`src/hw/rtl/bsb_pkg.sv`:
```
// ----------------------------------------------------------------------------
// Bit stream buffer package
// Command codes, controller states and the controller/datapath interface.
// ----------------------------------------------------------------------------
package bsb_pkg;

  localparam int BYTE_BITS = 8;
  localparam logic [3:0] MAX_COUNT = 4'd8;

  typedef enum logic [1:0] {
    CMD_APPEND = 2'd0,
    CMD_FLUSH  = 2'd1,
    CMD_POP    = 2'd2,
    CMD_PEEK   = 2'd3
  } bsb_cmd_t;

  typedef enum logic [1:0] {
    ST_IDLE,
    ST_EXEC,
    ST_FETCH
  } bsb_state_t;

  typedef struct packed {
    logic latch;
    logic exec;
    logic fetch;
  } bsb_ctrl_t;

  typedef struct packed {
    logic need_fetch;
  } bsb_status_t;

endpackage

```
`src/hw/rtl/bsb_ctrl.sv`:
```
// ----------------------------------------------------------------------------
// Bit stream buffer controller
// Sequences command capture, execution and store read, and marks results.
// ----------------------------------------------------------------------------
module bsb_ctrl (
  input  logic                 clk,
  input  logic                 rst,
  input  logic                 start,
  output logic                 busy,
  output logic                 done,
  output bsb_pkg::bsb_ctrl_t   ctrl,
  input  bsb_pkg::bsb_status_t status
);

  import bsb_pkg::*;

  bsb_state_t state;
  bsb_state_t state_next;
  logic       done_next;

  always_ff @(posedge clk) begin
    if (rst) begin
      state <= ST_IDLE;
      done  <= 1'b0;
    end else begin
      state <= state_next;
      done  <= done_next;
    end
  end

  always_comb begin
    state_next = state;
    case (state)
      ST_IDLE: begin
        if (start) begin
          state_next = ST_EXEC;
        end
      end
      ST_EXEC: begin
        state_next = status.need_fetch ? ST_FETCH : ST_IDLE;
      end
      ST_FETCH: begin
        state_next = ST_IDLE;
      end
      default: begin
        state_next = ST_IDLE;
      end
    endcase
  end

  always_comb begin
    ctrl      = '0;
    busy      = 1'b1;
    done_next = 1'b0;
    case (state)
      ST_IDLE: begin
        busy       = 1'b0;
        ctrl.latch = start;
      end
      ST_EXEC: begin
        ctrl.exec = 1'b1;
        done_next = !status.need_fetch;
      end
      ST_FETCH: begin
        ctrl.fetch = 1'b1;
        done_next  = 1'b1;
      end
      default: begin
        busy = 1'b1;
      end
    endcase
  end

  a_done_idle: assert property (@(posedge clk) disable iff (rst)
    done |-> !busy)
    else $error("result marked while the block is still busy");

  a_fetch_order: assert property (@(posedge clk) disable iff (rst)
    state == ST_FETCH |-> $past(state) == ST_EXEC)
    else $error("store read step entered without an execute step");

  a_one_result: assert property (@(posedge clk) disable iff (rst)
    ctrl.latch |=> !done)
    else $error("result marked right after a command was taken");

endmodule

```
`config.mk`:
```
export PLATFORM = sky130hd
export DESIGN_NAME = bsb_ctrl
export DESIGN_NICKNAME = d
export VERILOG_FILES = /design/src/hw/rtl/bsb_pkg.sv /design/src/hw/rtl/bsb_ctrl.sv
export SDC_FILE = /design/constraint.sdc
export NUM_CORES = 1
export LEC_CHECK = 0
export BUFFER_PORTS_ARGS = -buffer_cell sky130_fd_sc_hd__buf_4
export CORE_AREA = 3 3 40 42
export CTS_CLUSTER_DIAMETER = 80
export DETAILED_ROUTE_END_ITERATION = 10
export DIE_AREA = 0 0 43 45
export SYNTH_ARGS = -nofsm -noshare
export SYNTH_HDL_FRONTEND = slang
export SYNTH_SLANG_ARGS = --single-unit
```
`constraint.sdc`:
```
create_clock -name clk -period 2.2 [get_ports clk]
set_input_delay 0.44 -clock clk [delete_from_list [all_inputs] [get_ports clk]]
set_output_delay 0.44 -clock clk [all_outputs]
set_load 0.01 [all_outputs]
```
; ---- Yosys cells after proc, flatten, opt, wreduce, memory -nomap -nowiden
; Index checks and enable logic that the tools add are counted.
[op_classes]
n_reduce_logical = 2
magnitude_cmp = 0
div_mod_pow = 0
shifts = 0
n_eq_ne = 3
add_sub_neg = 0
multipliers = 0
bitwise = 0
muxes = 8
[ops]
columns = op, n
row1 = $mux W1, 4
row2 = $mux W2, 2
row3 = $pmux W2 S2, 1
row4 = $eq A2 B1 Y1 const B, 1
row5 = $eq A2 B2 Y1 const B, 1
row6 = $logic_not A2 Y1, 1
row7 = $ne A2 B2 Y1 const B, 1
row8 = $pmux W1 S2, 1
row9 = $logic_not A1 Y1, 1
[totals]
mem_count = 0
reg_bits = 3
input_bits = 4
ram_bits = 0
rom_bits = 0
word_cells = 15
latchBits = 0

; ---- Longest topological paths before layout
[depth]
ltp_word = 2
depth_mapped = 5
depth_no_buf = 5

; ---- Least setup slack after synthesis
; OpenSTA, ideal clock, no wires.
[synth_timing]
path_type = register -> output
startpoint = reg state[0]
endpoint = out ctrl[2] (netlist bit)
arrival_time_ns = 0.851
path_stages_with_launch = 4
path_slack_ns = 0.909
t_required_ns = 1.760
cell_sequence = dfxtp_1 -> inv_1 -> ha_1 -> and2_2
[synth_lines]
columns = item, line_no
row1 = start: declaration, bsb_ctrl.sv:17  ; bsb_state_t state;
row2 = start signal: assignment, bsb_ctrl.sv:26  ; state <= state_next;
row3 = end: declaration, bsb_ctrl.sv:11  ; output bsb_pkg::bsb_ctrl_t ctrl,

==> out/qor.yml <==
logic_synthesis:
  yosysTopAreaCell: "dfxtp_1"
  synthCells: 20
  syn_area_sq_um: 188.9
  ys_types: 11
  syn-num-nets: 28
  ys_warn_count: 0
  synth.yosys.seq_area_share: 0.3179
  post_synth.cell_area_avg_sq_um: 9.447
  yosys.area.top_type_share: 0.3179
  ys_ff_latch: 3
  synth.top_cells.by_area: "dfxtp_1, ha_1, inv_1"
global_route:
  grt_max_degree: 5
  antenna_found_initial: 0
  grt_pass1_vias: 163
  grt_usage: 0.05158
  grt_overflow: 0
  grt_pass1_wl_microns: 621
pwr:
  p_clk_frac: 0.438
  power_w: 0.0002166
  p_sw_w: 0.00005781
  power.density_nw_per_um2: 736.6
  combPwrFrac: 0.276
  p_seq_frac: 0.286
  cell_internal_pwr_w: 0.0001588
  cellLeakagePower_nw: 0.1500
  swShare: 0.2669
  peakVddDrop_mv: 0.1664
finish:
  drive_gt1_frac: 0.4063
  regArea_sq_um: 60.06
  fin_nets: 41
  final_cell_mix: "buf_4, inv_1, ha_1, clkbuf_4, dfxtp_1"
  fillers: 147
  multiInputGateArea_sq_um: 113.9
  area_delta_synth_final_pct: 55.63
  n_antenna_cell: 0
  mostFrequentLayoutCell: "buf_4"
clocking:
  cts_setup_buffers: 0
  cts-resized-gates: 0
  cts.clk_slew.worst_paths_ns: 0.04
  insertion_delay_ns: 0.23
  cts.htree.levels: 1
  clock_path_buffers: 2
  cts_inserted_buffers: 3
  cts.sinks: 3
  cts_tree: "built"
  cts_root_buf: "clkbuf_4"
  hold_buffers: 0
status:
  outcome: "finished, final reports clean"
placement:
  io_buffers: 8
  post-dp-hpwl_microns: 293.9
  place.gp.congestion: 0.6538
floorplan:
  start_util: 0.1470
  die_h_microns: 45
  row_count: 13
  die_area_sq_um: 1935
  core_sq_um: 1285
  die_x_microns: 43
  ios: 9
worst_setup_path:
  max_stage_delay_ns: 0.34
  worst-setup-path-type: "reg2out"
  worstReg2RegStart: "state[0]$_SDFFE_PP0P_"
  end_kind: "primary output"
  critPathArrivalTime_ns: 1.24
  cp.required_ns: 1.76
  cp_num_buf_inv: 2
  reg2reg_to: "state[1]$_SDFFE_PP0P_"
  path_cells: "inv_1 -> ha_1 -> and2_2 -> buf_4"
  critPathTopFamily: "flip-flops"
  path_max_fanout: 3
  startpoint_type: "flop"
  rr_worst_depth: 5
  reg2reg_setup_slack_ns: 1.06
  crit_slowest_cell: "dfxtp_1"
worst_hold_path:
  whs_endpoint: "state[0]$_SDFFE_PP0P_"
  hold_path.class: "in2reg"
  worstHoldStart: "rst"
  hold-path-cell-count: 2
sta:
  grt_setup_unrepaired: "false"
  fmax_mhz: 594.8
  drv_slew: 0
  clock_skew_ns: 0.002205
  hold_viol: 0
  period_share: 0.7642
  tns_ns: 0
  tightest_slew_ns: 0.1640
  setup_violations: 0
  max_slew_margin: 0.8904
  fin_crit_ns: 1.681
drt:
  vias_per_cell: 3.468
  ant_nets: 0
  vias: 163
  drc: 0
  met3WireLength_microns: 59
  highest_layer: "met3"
  first_iter_violations: 1
  wl_met1_microns: 154
  routedWlPerCell_microns: 7.681
  dr_wl_met2_microns: 147
  drt_first_pass_iters: 2
  totalWireLength_microns: 361
job:
  cap_violations: 0
[worst max path at each step]
| stage | slack (ns) | start | end | depth (start not counted) |
|---|---|---|---|---|
| 6_report | 0.52 | state[0]$_SDFFE_PP0P_ | ctrl[2] | 4 |
| 5_1_grt | 0.46 | state[0]$_SDFFE_PP0P_ | ctrl[2] | 4 |
| 4_1_cts | 0.50 | state[0]$_SDFFE_PP0P_ | ctrl[2] | 4 |
| 3_5_place_dp | 0.76 | state[0]$_SDFFE_PP0P_ | ctrl[2] | 4 |
| 3_3_place_gp | 0.77 | state[0]$_SDFFE_PP0P_ | ctrl[2] | 4 |
| 2_1_floorplan | 0.91 | state[0]$_SDFFE_PP0P_ | ctrl[2] | 3 |
[routing by layer]
metal	vias to the layer above	global-route usage
met3	0	0.03586
li1	87	-
met1	69	0.05048
met4	0	0.07229
met5	-	0
met2	7	0.05988
[power groups by stage]
stage          logic [W]  registers (W)  clock network (W)
2_1_floorplan  0.0000362      0.0000627                  0
3_3_place_gp   0.0000598      0.0000625                  0
3_5_place_dp   0.0000608      0.0000628                  0
4_1_cts        0.0000609      0.0000619           0.000101
5_1_grt        0.0000671      0.0000626           0.000105
6_report       0.0000598      0.0000619          0.0000949
[Yosys cell counts]
cell type / n
a21oi_1: 2
and2_2: 1
dfxtp_1: 3
ha_1: 4
inv_1: 4
mux2i_1: 1
nand2b_4: 1
nand3_1: 1
nor2_1: 1
nor3b_1: 1
or2_0: 1
[cells by family after synthesis]
kind of cell	synth area share
buffers and inverters	0.07945
multiplexers	0.05298
AND/OR/NAND/NOR	0.2318
AO/OA/AOI/OAI	0.05298
adder cells (fa/ha/maj)	0.2649
flip-flops	0.3179
[flip-flops by register name, indices dropped and copies added (netlist names)]
name / cells
state: 2
done: 1
[final cells by class]
cell class	instances	share of cell area
multi-input cells	13	0.3872
flip-flops and latches	3	0.2043
repair buffers	8	0.2043
clock buffers	4	0.08936
well taps	15	0.06383
inverters	4	0.05106
[metrics by stage]
step / hold WS [ns] / instances / cell area, sq um / setup WS, ns / util
after global placement: 0.5147 / 43 / 267.8 / 0.7697 / 0.2084
after CTS: 0.3829 / 47 / 294.0 / 0.5016 / 0.2288
after detailed placement: 0.5255 / 43 / 267.8 / 0.7570 / 0.2084
after floorplan: 0.4896 / 20 / 188.9 / 0.9087 / -
final: 0.3902 / 47 / 294.0 / 0.5187 / 0.2288
after global routing: 0.3946 / 47 / 294.0 / 0.4628 / 0.2288
(Power assumes the default switching activity.)
